[config.mk]
export PLATFORM = sky130hd
export DESIGN_NAME = uart_frame_decoder_core
export DESIGN_NICKNAME = d
export VERILOG_FILES = /design/src/design/ufd_pkg.sv /design/src/design/ufd_in_stage.sv /design/src/design/ufd_parser.sv /design/src/design/uart_frame_decoder_core.sv
export SDC_FILE = /design/constraint.sdc
export NUM_CORES = 1
export LEC_CHECK = 0
export BUFFER_PORTS_ARGS = -buffer_cell sky130_fd_sc_hd__clkbuf_2
export CAP_MARGIN = 10
export CORE_ASPECT_RATIO = 1.4
export CORE_UTILIZATION = 30
export CTS_BUF_LIST = sky130_fd_sc_hd__clkbuf_2 sky130_fd_sc_hd__clkbuf_4 sky130_fd_sc_hd__clkbuf_8
export CTS_CLUSTER_DIAMETER = 40
export DETAILED_ROUTE_END_ITERATION = 8
export HOLD_SLACK_MARGIN = 0.03
export PLACE_DENSITY_LB_ADDON = 0.08
export SKIP_LAST_GASP = 1
export SYNTH_ARGS = -nofsm -noshare
export SYNTH_HDL_FRONTEND = slang
export SYNTH_SLANG_ARGS = --single-unit
[constraint.sdc]
create_clock -name clk -period 2.3 [get_ports clk]
set_input_delay 0.115 -clock clk [delete_from_list [all_inputs] [get_ports clk]]
set_output_delay 0.115 -clock clk [all_outputs]
set_load 0.02 [all_outputs]
[src/design/ufd_pkg.sv]
// Shared types and constants for the UART frame decoder.
// No dependencies; used by every module under design/.
`default_nettype none

package ufd_pkg;

  localparam int unsigned MAX_PAYLOAD = 128;
  // payload counter is 7 bits: lengths of 128 and above are rejected regardless
  localparam int unsigned LEN_LIMIT   = (MAX_PAYLOAD < 129) ? MAX_PAYLOAD : 129;

  localparam logic [7:0] SOF_BYTE = 8'hFE;

  typedef enum logic [2:0] {
    PH_WAIT   = 3'd0,
    PH_FN_HI  = 3'd1,
    PH_FN_LO  = 3'd2,
    PH_LEN_HI = 3'd3,
    PH_LEN_LO = 3'd4,
    PH_DATA   = 3'd5,
    PH_CHECK  = 3'd6
  } phase_t;

  typedef enum logic [2:0] {
    ST_NONE = 3'd0,
    ST_DATA = 3'd1,
    ST_GOOD = 3'd2,
    ST_BAD  = 3'd3,
    ST_LONG = 3'd4
  } status_t;

  // one received byte held in the input register
  typedef struct packed {
    logic       valid;
    logic [7:0] data;
  } rx_beat_t;

endpackage

`default_nettype wire

[src/design/ufd_in_stage.sv]
// Input register for the frame decoder: captures one rx beat per cycle while the parser keeps taking the held beat.
// Depends on ufd_pkg (rx_beat_t).
`default_nettype none

module ufd_in_stage (
  input  wire logic            clk,
  input  wire logic            rst,
  input  wire logic            s_tvalid,
  output logic                 s_tready,
  input  wire logic [7:0]      s_tdata,    // [7:0] rx_byte
  input  wire logic            take,       // parser consumes the held beat
  output ufd_pkg::rx_beat_t    beat
);

  logic       held_valid;
  logic [7:0] held_data;

  assign s_tready = !held_valid || take;

  always_ff @(posedge clk) begin
    if (rst) begin
      held_valid <= 1'b0;
    end else if (s_tready) begin
      held_valid <= s_tvalid;
    end
  end

  always_ff @(posedge clk) begin
    if (s_tready && s_tvalid) begin
      held_data <= s_tdata;
    end
  end

  assign beat.valid = held_valid;
  assign beat.data  = held_data;

endmodule

`default_nettype wire

[src/design/ufd_parser.sv]
// Frame parser: phase state, header registers, running XOR and result register.
// Depends on ufd_pkg (phase_t, status_t, rx_beat_t, constants).
`default_nettype none

module ufd_parser (
  input  wire logic              clk,
  input  wire logic              rst,
  input  wire ufd_pkg::rx_beat_t beat,
  output logic                   take,
  output logic                   m_tvalid,
  input  wire logic              m_tready,
  output logic [47:0]            m_tdata,  // [7:0] data_byte, [14:8] byte_index,
                                           // [30:15] function_code,
                                           // [46:31] payload_length, [47] zero
  output logic [2:0]             m_tuser   // [2:0] status
);

  ufd_pkg::phase_t  phase, phase_next;
  logic [15:0]      function_reg, function_reg_next;
  logic [15:0]      length_reg, length_reg_next;
  logic [6:0]       payload_count, payload_count_next;
  logic [7:0]       running_xor, running_xor_next;

  ufd_pkg::status_t status, status_next;
  logic [7:0]       data_byte, data_byte_next;
  logic [6:0]       byte_index, byte_index_next;

  logic [15:0]      len_new;
  logic [7:0]       count_inc;

  assign take = beat.valid && (!m_tvalid || m_tready);

  assign len_new   = {length_reg[15:8], beat.data};
  assign count_inc = {1'b0, payload_count} + 8'd1;

  always_comb begin
    phase_next         = phase;
    function_reg_next  = function_reg;
    length_reg_next    = length_reg;
    payload_count_next = payload_count;
    running_xor_next   = running_xor;
    status_next        = ufd_pkg::ST_NONE;
    data_byte_next     = 8'd0;
    byte_index_next    = 7'd0;
    case (phase)
      ufd_pkg::PH_WAIT: begin
        if (beat.data == ufd_pkg::SOF_BYTE) begin
          running_xor_next = ufd_pkg::SOF_BYTE;
          phase_next       = ufd_pkg::PH_FN_HI;
        end
      end
      ufd_pkg::PH_FN_HI: begin
        function_reg_next = {beat.data, 8'd0};
        running_xor_next  = running_xor ^ beat.data;
        phase_next        = ufd_pkg::PH_FN_LO;
      end
      ufd_pkg::PH_FN_LO: begin
        function_reg_next = {function_reg[15:8], beat.data};
        running_xor_next  = running_xor ^ beat.data;
        phase_next        = ufd_pkg::PH_LEN_HI;
      end
      ufd_pkg::PH_LEN_HI: begin
        length_reg_next  = {beat.data, 8'd0};
        running_xor_next = running_xor ^ beat.data;
        phase_next       = ufd_pkg::PH_LEN_LO;
      end
      ufd_pkg::PH_LEN_LO: begin
        length_reg_next  = len_new;
        running_xor_next = running_xor ^ beat.data;
        if (len_new == 16'd0) begin
          phase_next = ufd_pkg::PH_CHECK;
        end else if ({1'b0, len_new} >= 17'(ufd_pkg::LEN_LIMIT)) begin
          status_next = ufd_pkg::ST_LONG;
          phase_next  = ufd_pkg::PH_WAIT;
        end else begin
          payload_count_next = 7'd0;
          phase_next         = ufd_pkg::PH_DATA;
        end
      end
      ufd_pkg::PH_DATA: begin
        status_next        = ufd_pkg::ST_DATA;
        data_byte_next     = beat.data;
        byte_index_next    = payload_count;
        running_xor_next   = running_xor ^ beat.data;
        payload_count_next = count_inc[6:0];
        if ({8'd0, count_inc} >= length_reg) begin
          phase_next = ufd_pkg::PH_CHECK;
        end
      end
      ufd_pkg::PH_CHECK: begin
        status_next = (beat.data == running_xor) ? ufd_pkg::ST_GOOD : ufd_pkg::ST_BAD;
        phase_next  = ufd_pkg::PH_WAIT;
      end
      default: begin
        phase_next = ufd_pkg::PH_WAIT;
      end
    endcase
  end

  always_ff @(posedge clk) begin
    if (rst) begin
      phase         <= ufd_pkg::PH_WAIT;
      function_reg  <= 16'd0;
      length_reg    <= 16'd0;
      payload_count <= 7'd0;
      running_xor   <= 8'd0;
      m_tvalid      <= 1'b0;
    end else begin
      if (take) begin
        phase         <= phase_next;
        function_reg  <= function_reg_next;
        length_reg    <= length_reg_next;
        payload_count <= payload_count_next;
        running_xor   <= running_xor_next;
        m_tvalid      <= 1'b1;
      end else if (m_tready) begin
        m_tvalid      <= 1'b0;
      end
    end
  end

  // function_reg/length_reg only change on take, so they double as result fields
  always_ff @(posedge clk) begin
    if (take) begin
      status     <= status_next;
      data_byte  <= data_byte_next;
      byte_index <= byte_index_next;
    end
  end

  assign m_tdata = {1'b0, length_reg, function_reg, byte_index, data_byte};
  assign m_tuser = status;

  a_reset_idle: assert property (@(posedge clk)
    rst |=> (phase == ufd_pkg::PH_WAIT) && !m_tvalid)
    else $error("parser not idle after reset");

  a_long_aborts: assert property (@(posedge clk) disable iff (rst)
    take && (status_next == ufd_pkg::ST_LONG) |=> phase == ufd_pkg::PH_WAIT)
    else $error("too-long frame not abandoned");

  a_data_len_ok: assert property (@(posedge clk) disable iff (rst)
    (phase == ufd_pkg::PH_DATA) |->
      (length_reg != 16'd0) && ({1'b0, length_reg} < 17'(ufd_pkg::LEN_LIMIT)))
    else $error("payload phase with bad length");

  a_count_in_range: assert property (@(posedge clk) disable iff (rst)
    (phase == ufd_pkg::PH_DATA) |-> {9'd0, payload_count} < length_reg)
    else $error("payload counter past frame length");

  a_verdict_to_wait: assert property (@(posedge clk) disable iff (rst)
    take && (phase == ufd_pkg::PH_CHECK) |=> phase == ufd_pkg::PH_WAIT)
    else $error("checksum byte did not end the frame");

endmodule

`default_nettype wire

[src/design/uart_frame_decoder_core.sv]
// A byte accepted on the input sits in the input register of ufd_in_stage until the parser
// takes it; its result is registered when taken and shows on m_tdata until the handshake.
// Throughput: one byte per cycle, sustained while the result side takes a beat every cycle;
// stalls propagate back. Reset (rst, synchronous): parser waits for a start byte,
// header/XOR state is zero, no result pending.
// Depends on ufd_pkg, ufd_in_stage, ufd_parser.
`default_nettype none

module uart_frame_decoder_core (
  input  wire logic        clk,
  input  wire logic        rst,
  input  wire logic        s_tvalid,
  output logic             s_tready,
  input  wire logic [7:0]  s_tdata,   // [7:0] rx_byte
  output logic             m_tvalid,
  input  wire logic        m_tready,
  output logic [47:0]      m_tdata,   // [7:0] data_byte, [14:8] byte_index,
                                      // [30:15] function_code,
                                      // [46:31] payload_length, [47] zero
  output logic [2:0]       m_tuser    // [2:0] status
);

  ufd_pkg::rx_beat_t beat;
  logic              take;

  ufd_in_stage u_in (
    .clk      (clk),
    .rst      (rst),
    .s_tvalid (s_tvalid),
    .s_tready (s_tready),
    .s_tdata  (s_tdata),
    .take     (take),
    .beat     (beat)
  );

  ufd_parser u_parser (
    .clk      (clk),
    .rst      (rst),
    .beat     (beat),
    .take     (take),
    .m_tvalid (m_tvalid),
    .m_tready (m_tready),
    .m_tdata  (m_tdata),
    .m_tuser  (m_tuser)
  );

endmodule

`default_nettype wire

==> flow_metrics.env, run 1 <==
export IMPL_synth_ff_type="dfxtp_1"
export IMPL_fin_worst_hold_slack_ns=0.0629
export IMPL_finalPower_mw=2.54
export IMPL_wl_per_cell_microns=15.9
export IMPL_ys_seq_elements=78
export IMPL_ys_warn_count=0
export IMPL_grt_usage_pct=16.2
export IMPL_synth_top_area_cell="dfxtp_1"
export IMPL_power_switching_mw=0.606
export IMPL_gp_congestion=0.847
export IMPL_outcome="finished, final reports clean"
export IMPL_rows=47
export IMPL_setup_viol=0
export IMPL_p_leak_nw=1.69
export IMPL_path_cells="and3_2 -> nand3_1 -> xnor2_1 -> ha_1 -> a211o_1 -> o211ai_1 -> a32o_2 -> a31oi_4 -> nor4b_2"
export IMPL_clock_skew_ns=0.00897
export IMPL_place_hpwl_microns=6760
export IMPL_seqPwrFrac_pct=57.2
export IMPL_internal_power_mw=1.93
export IMPL_syn_area_sq_mm=0.00362
export IMPL_vias=3000
export IMPL_coreArea_sq_mm=0.0118
export IMPL_synth_edff_count=26
export IMPL_setup_worst_path_class="reg2reg"
export IMPL_period_minus_slack_ns=2.16
export IMPL_async_flop_share_pct=0
export IMPL_hold_viol=0
export IMPL_tightest_slew_ns=0.609
export IMPL_cts_tree="yes"
export IMPL_finalNetCount=476
export IMPL_portBuffers=63
export IMPL_die_w_microns=94.9
export IMPL_ir_worst_vdd_v=0.000281
export IMPL_antenna_found_initial=0
export IMPL_required_ns=2.53
export IMPL_postSynthAreaPerCell_sq_um=9.48
export IMPL_critPathSlowestCell="dfxtp_4"
export IMPL_fin_ws_ns=0.138
export IMPL_drtPass1Iterations=4
export IMPL_drt_iter0_drc=92
export IMPL_clockBufferDepth=2
export IMPL_dp_slack_ns=0.0129
export IMPL_p_per_area_mw_per_mm2=579
export IMPL_gr_total_overflow=0
export IMPL_cts_num_sinks=78
export IMPL_drc_errors=0
export IMPL_start_kind="flop"
export IMPL_die_h_microns=132
export IMPL_syn_instance_count=382
export IMPL_maxSlewHeadroom_pct=59.4
export IMPL_synthTopCellsByArea="dfxtp_1 29%, edfxtp_1 22%, a21oi_1 6.9%"
export IMPL_dieArea_sq_mm=0.0125
export IMPL_area_growth_pct=21.2
export IMPL_diodes=0
export IMPL_path_clk_slew_ns=0.08
export IMPL_root_buffer="clkbuf_8"
export IMPL_rsz0062_at_grt="false"
export IMPL_combPwrFrac_pct=5.9
export IMPL_synthesis_nets=403
export IMPL_ant_nets=0
export IMPL_synth_cell_type_count=49
export IMPL_maxCapViolCount=0
export IMPL_endpoint_kind="flop"
export IMPL_drive_gt1_share_pct=27.2
export IMPL_fin_tns_setup_ns=0
export IMPL_synth_top_area_share_pct=28.7
export IMPL_yosysSeqAreaShare_pct=50.3
export IMPL_fmax_ghz=0.462
export IMPL_clk_latency_ns=0.36
export IMPL_grt_max_degree=29
export IMPL_slowest_delay_ns=0.38
export IMPL_start_util_pct=30.6
export IMPL_post_route_period_util_pct=94.0
export IMPL_arrival_ns=2.39
export IMPL_sw_frac_of_total_pct=23.9
export IMPL_numCtsBuffers=9
export IMPL_critPathMaxFanout=6
export IMPL_grt_pass1_wl_microns=15300
export IMPL_htreeDepth=3
export IMPL_grt_pass1_vias=2953
export IMPL_io_pins=65
export IMPL_finalWirelength_microns=9620
export IMPL_hold_class="in2reg"
export IMPL_slew_violations=0
export IMPL_avgViaCountPerCell=4.94
export IMPL_clkPwrFrac_pct=36.9
[worst paths after layout]
kind | start | end | cells after the start | slack, ns
max | u_parser.payload_count[0] | u_parser.phase[1] | 9 | 0.14
max reg2reg | u_parser.payload_count[0] | u_parser.phase[1] | 9 | 0.14
min reg2reg | u_parser.function_reg[13] | u_parser.function_reg[13] | 2 | 0.46
min | m_tready | u_parser.m_tvalid | 4 | 0.06
[synthesized netlist by cell type, types with 2 or more instances]
library cell and n:
a32o_1 2, o21ai_0 4, a31oi_1 2, and3_1 19
a211o_1 2, a21oi_1 50, clkbuf_1 16, nor2b_1 3
xnor2_1 11, or2_2 8, buf_6 10, nand2b_1 4
nor2_1 16, o21a_1 3, a211oi_1 3, ha_1 9
buf_4 2, a311oi_1 9, nand2_1 46, and2_1 2
xor2_1 2, dfxtp_1 52, nand3_1 39, nand4_1 5
nor4_1 4, edfxtp_1 26, a21o_1 2, inv_1 10
[critical path, delay by kind of cell (launching register included)]
kind	cells	cell delay (ns)
AO/OA/AOI/OAI	4	0.67
XOR/XNOR	1	0.15
adder cells (fa/ha/maj)	1	0.29
flip-flops	1	0.38
AND/OR/NAND/NOR	3	0.53
[cell usage in the layout (no fill, tap or decap), drive strengths merged, types with 2 or more instances in the layout]
cell / instances
a211o: 2
a211oi: 3
a21o: 2
a21oi: 50
a221oi: 2
a311oi: 9
a31oi: 2
a32o: 2
and2: 2
and3: 20
buf: 22
clkbuf: 75
clkinv: 3
dfxtp: 52
dlygate4sd3: 9
edfxtp: 26
ha: 9
inv: 11
nand2: 47
nand2b: 4
nand3: 39
nand4: 5
nor2: 16
nor2b: 3
nor4: 4
o21a: 3
o21ai: 5
or2: 8
xnor2: 11
xor2: 2
[layout make-up]
class	instances	area, sq um
clock buffer	12	153
timing repair buffer	94	571
clock inverter	4	21.3
inverter	10	37.5
multi-input combinational	262	1590
sequential	78	1830
tap	147	184
fill	1231	7430
[power groups by stage]
stage                     logic [mW]  clock network [mW]  registers (mW)
after global routing           0.164                1.02            1.45
after floorplan               0.0757                   0            1.50
after CTS                      0.153               0.982            1.45
final                          0.150               0.938            1.45
after global placement         0.140                   0            1.49
after detailed placement       0.141                   0            1.49
[metal layers]
layer  GRT usage, %  vias to the layer above  part of all wire (%)
met1           19.1                     1411                    43
met5              0                        -                     0
met3           3.46                       22                   3.9
met4           8.84                        0                   3.7
li1               -                     1505                     -
met2           26.7                       62                    49
[repair_timing]
| action | CTS | global route |
|---|---|---|
| resized for setup | 2 | 13 |
| gates cloned | 0 | 0 |
| hold buffers | 9 | 0 |
| hold endpoints to repair | 9 | 0 |
| endpoints found under the setup margin | 1 | 2 |
| pin swaps | 0 | 3 |
| setup buffers | 0 | 1 |
[through the flow]
stage | utilization, % | instances | instance area, sq um
after CTS | 36.6 | 606 | 4330
after detailed placement | 34.3 | 581 | 4050
after global placement | 34.3 | 581 | 4050
final | 37.1 | 607 | 4390
after floorplan | - | 382 | 3620
after global routing | 37.1 | 607 | 4390
[kinds of logic after synthesis]
kind of cell | count (synthesis) | share of synthesized area [%]
and+or+nand+nor | 156 | 21.7
other | 1 | 0.104
DFF | 78 | 50.3
xor gates and xnor gates | 13 | 3.14
AOI/OAI and AO/OA | 83 | 14.4
buffers and inverters | 42 | 7.22
adders and majority gates | 9 | 3.11
(Power assumes the default switching activity.)
==> run 2, diff against run 1 <==
Settings changed: ABC_AREA set to 1.
==> run 2 against run 1 <==
  * Die area fell by 2.6%
  * Global-route usage rose by 0.56 points
  * Largest power group unchanged
  * Wire length rose by 0.27%
  * Combinational power fell by 3%
  * Worst hold slack got worse by 0.0065 ns
  * Power rose by 5.4%
  * Flip-flop and latch count did not move
  * Sequential power barely moved
==> flow_metrics.env, run 2 <==
export IMPL_hold_viol=0
export IMPL_min_path_cells=4
export IMPL_cts_num_sinks=78
export IMPL_htreeDepth=3
export IMPL_die_h_microns=130
export IMPL_finalNetCount=525
export IMPL_rr_endpoint="u_parser.phase[0]"
export IMPL_dieArea_sq_mm=0.0122
export IMPL_gp_congestion=0.847
export IMPL_crit_family="simple AND/OR/NAND/NOR gates"
export IMPL_synth_cell_type_count=33
export IMPL_grt_pass1_wl_microns=15200
export IMPL_drt_iter0_drc=129
export IMPL_instances_no_fill=653
export IMPL_die_w_microns=93.6
export IMPL_p_leak_nw=1.90
export IMPL_ys_warn_count=0
export IMPL_setup_viol=0
export IMPL_dp_cells=624
export IMPL_synth_top_area_cell="dfxtp_1"
export IMPL_multi_input_area_sq_mm=0.00148
export IMPL_endpoint_kind="flop"
export IMPL_maxCapViolCount=0
export IMPL_portBuffers=63
export IMPL_grt_pass1_vias=2991
export IMPL_synthTopCellsByArea="dfxtp_1 30%, edfxtp_1 22%, nand2_1 7.1%"
export IMPL_io_pins=65
export IMPL_period_minus_slack_ns=2.14
export IMPL_setup_worst_path_class="reg2reg"
export IMPL_clockBufferDepth=2
export IMPL_synth_top_area_share_pct=29.5
export IMPL_fin_ws_ns=0.165
export IMPL_start_kind="flop"
export IMPL_ant_nets=0
export IMPL_yosysSeqAreaShare_pct=51.7
export IMPL_drtPass1Iterations=4
export IMPL_place_hpwl_microns=7030
export IMPL_async_flop_share_pct=0
export IMPL_vias=3070
export IMPL_avgViaCountPerCell=4.70
export IMPL_path_cells="ha_4 -> nand3_4 -> nor3_4 -> xor2_1 -> ha_1 -> nand2_1 -> inv_2 -> nand2_2 -> nor2_2 -> nor2_1 -> nand2_1 -> nand2_1 -> nand2_2 -> nand2_2 -> nand2_1 -> nand2_1 -> nor2_1"
export IMPL_cts_tree="yes"
export IMPL_antenna_found_initial=0
export IMPL_critPathSlowestCell="dfxtp_4"
export IMPL_required_ns=2.56
export IMPL_regArea_sq_mm=0.00183
export IMPL_diodes=0
export IMPL_slew_violations=0
export IMPL_area_growth_pct=25.6
export IMPL_worst_path_most_repeated_cell="nand2_1"
export IMPL_ys_seq_elements=78
export IMPL_grt_max_degree=29
export IMPL_gr_total_overflow=0
export IMPL_coreArea_sq_mm=0.0114
export IMPL_syn_area_sq_mm=0.00352
export IMPL_layout_common_cells="63 x nand2_1, 63 x clkbuf_2, 48 x inv_1, 48 x dfxtp_1, 45 x a21oi_1"
export IMPL_min_from="m_tready"
export IMPL_synthesis_nets=442
export IMPL_critPathMaxFanout=4
export IMPL_numCtsBuffers=9
export IMPL_fmax_ghz=0.468
export IMPL_drc_errors=0
export IMPL_p_per_area_mw_per_mm2=605
export IMPL_hold_class="in2reg"
export IMPL_outcome="finished, final reports clean"
export IMPL_yosysMostFrequentCell="nand2_1"
export IMPL_fin_tns_setup_ns=0
export IMPL_wl_per_cell_microns=14.8
export IMPL_dp_slack_ns=0.0557
export IMPL_slowest_delay_ns=0.38
export IMPL_final_area_sq_mm=0.00443
export IMPL_finalWirelength_microns=9650
export IMPL_r2r_start="u_parser.payload_count[0]"
export IMPL_worst_path_buf_inv=1
export IMPL_post_dp_cell_area_sq_mm=0.00402
export IMPL_holdPathEnd="u_parser.m_tvalid"
export IMPL_synth_commonest_cells="67 x nand2_1, 52 x dfxtp_1, 49 x inv_1"
export IMPL_fillers=1195
export IMPL_synth_ff_type="dfxtp_1"
export IMPL_grt_usage_pct=16.7
export IMPL_syn_instance_count=421
export IMPL_synth_edff_count=26
export IMPL_ir_worst_vdd_v=0.000341
export IMPL_regToRegSetupSlack_ns=0.16
export IMPL_drive_gt1_share_pct=26.1
export IMPL_postSynthAreaPerCell_sq_um=8.37
export IMPL_clock_skew_ns=0.0138
export IMPL_post_route_period_util_pct=92.8
export IMPL_root_buffer="clkbuf_8"
export IMPL_path_clk_slew_ns=0.08
export IMPL_arrival_ns=2.39
export IMPL_fin_worst_hold_slack_ns=0.0565
export IMPL_r2r_cells=17
export IMPL_start_util_pct=30.9
export IMPL_rows=46
export IMPL_clk_latency_ns=0.36
==> run 2: cell types whose count changed after synthesis, sizes merged, moves of 10 or more <==
cell    change
inv        +50
nor2       +35
nor3       +11
and3       -20
nand2      +25
clkbuf     -10
==> run 2: cell families (layout without fill, tap and decap cells) <==
kind of cell / Yosys count / in the layout / share of synthesized area, %
xor gates and xnor gates: 13 / 13 / 3.23
buffers and inverters: 73 / 161 / 8.42
and+or+nand+nor: 181 / 181 / 23.4
adders and majority gates: 9 / 9 / 3.20
other: 1 / 1 / 0.106
AOI/OAI and AO/OA: 66 / 66 / 9.91
DFF: 78 / 78 / 51.7
==> run 2: how the worst max path moves through the flow <==
| stage | startpoint | end | slack (ns) | cells past startpoint |
|---|---|---|---|---|
| 6_report | u_parser.payload_count[0] | u_parser.phase[0] | 0.16 | 17 |
| 5_1_grt | u_parser.payload_count[0] | u_parser.phase[0] | -0.004 | 17 |
| 4_1_cts | u_parser.payload_count[0] | u_parser.phase[0] | 0.02 | 17 |
| 3_5_place_dp | u_parser.payload_count[0] | u_parser.phase[0] | 0.06 | 17 |
| 3_3_place_gp | u_parser.payload_count[0] | u_parser.phase[0] | 0.14 | 17 |
| 2_1_floorplan | u_parser.payload_count[0] | u_parser.phase[0] | 0.29 | 17 |
==> run 2: tightest hold or removal path: cells and delay by family <==
| kind | cells | cell delay (ns) |
|---|---|---|
| buffers and inverters | 2 | 0.12 |
| AND/OR/NAND/NOR | 1 | 0.07 |
| AO/OA/AOI/OAI | 1 | 0.06 |
==> run 2: metrics by stage <==
stage	util [%]	total power [mW]
after floorplan	-	1.57
after global placement	35.3	1.64
after detailed placement	35.3	1.64
after CTS	37.8	2.72
after global routing	38.8	2.78
final	38.8	2.68
==> run 2: repair_timing <==
item                       in CTS  in global routing
setup endpoints to repair       0                  3
hold buffers                    9                  0
hold endpoints to repair        9                  0
gates resized for setup         0                 23
buffers inserted                0                  4
==> run 2: cell type report <==
| cell class | count | share of cell area [%] |
|---|---|---|
| Sequential cell | 78 | 41.4 |
| Multi-Input combinational cell | 270 | 33.4 |
| Timing Repair Buffer | 85 | 11.4 |
| Inverter | 60 | 5.15 |
| Tap cell | 144 | 4.07 |
| Clock buffer | 14 | 3.79 |
| Clock inverter | 2 | 0.792 |
==> run 2: report_power, final <==
part	switching, mW	internal [mW]	leakage, nW
combinational	0.0982	0.0478	1.12
sequential	0.0229	1.44	0.672
clock	0.486	0.579	0.108
==> run 2: layer usage <==
layer | share of wire, % | up-vias | GRT usage [%]
met5 | 0 | - | 0
met4 | 1.8 | 0 | 6.79
met3 | 3.6 | 14 | 3.73
met2 | 53 | 79 | 30.5
met1 | 41 | 1432 | 18.7
li1 | - | 1545 | -
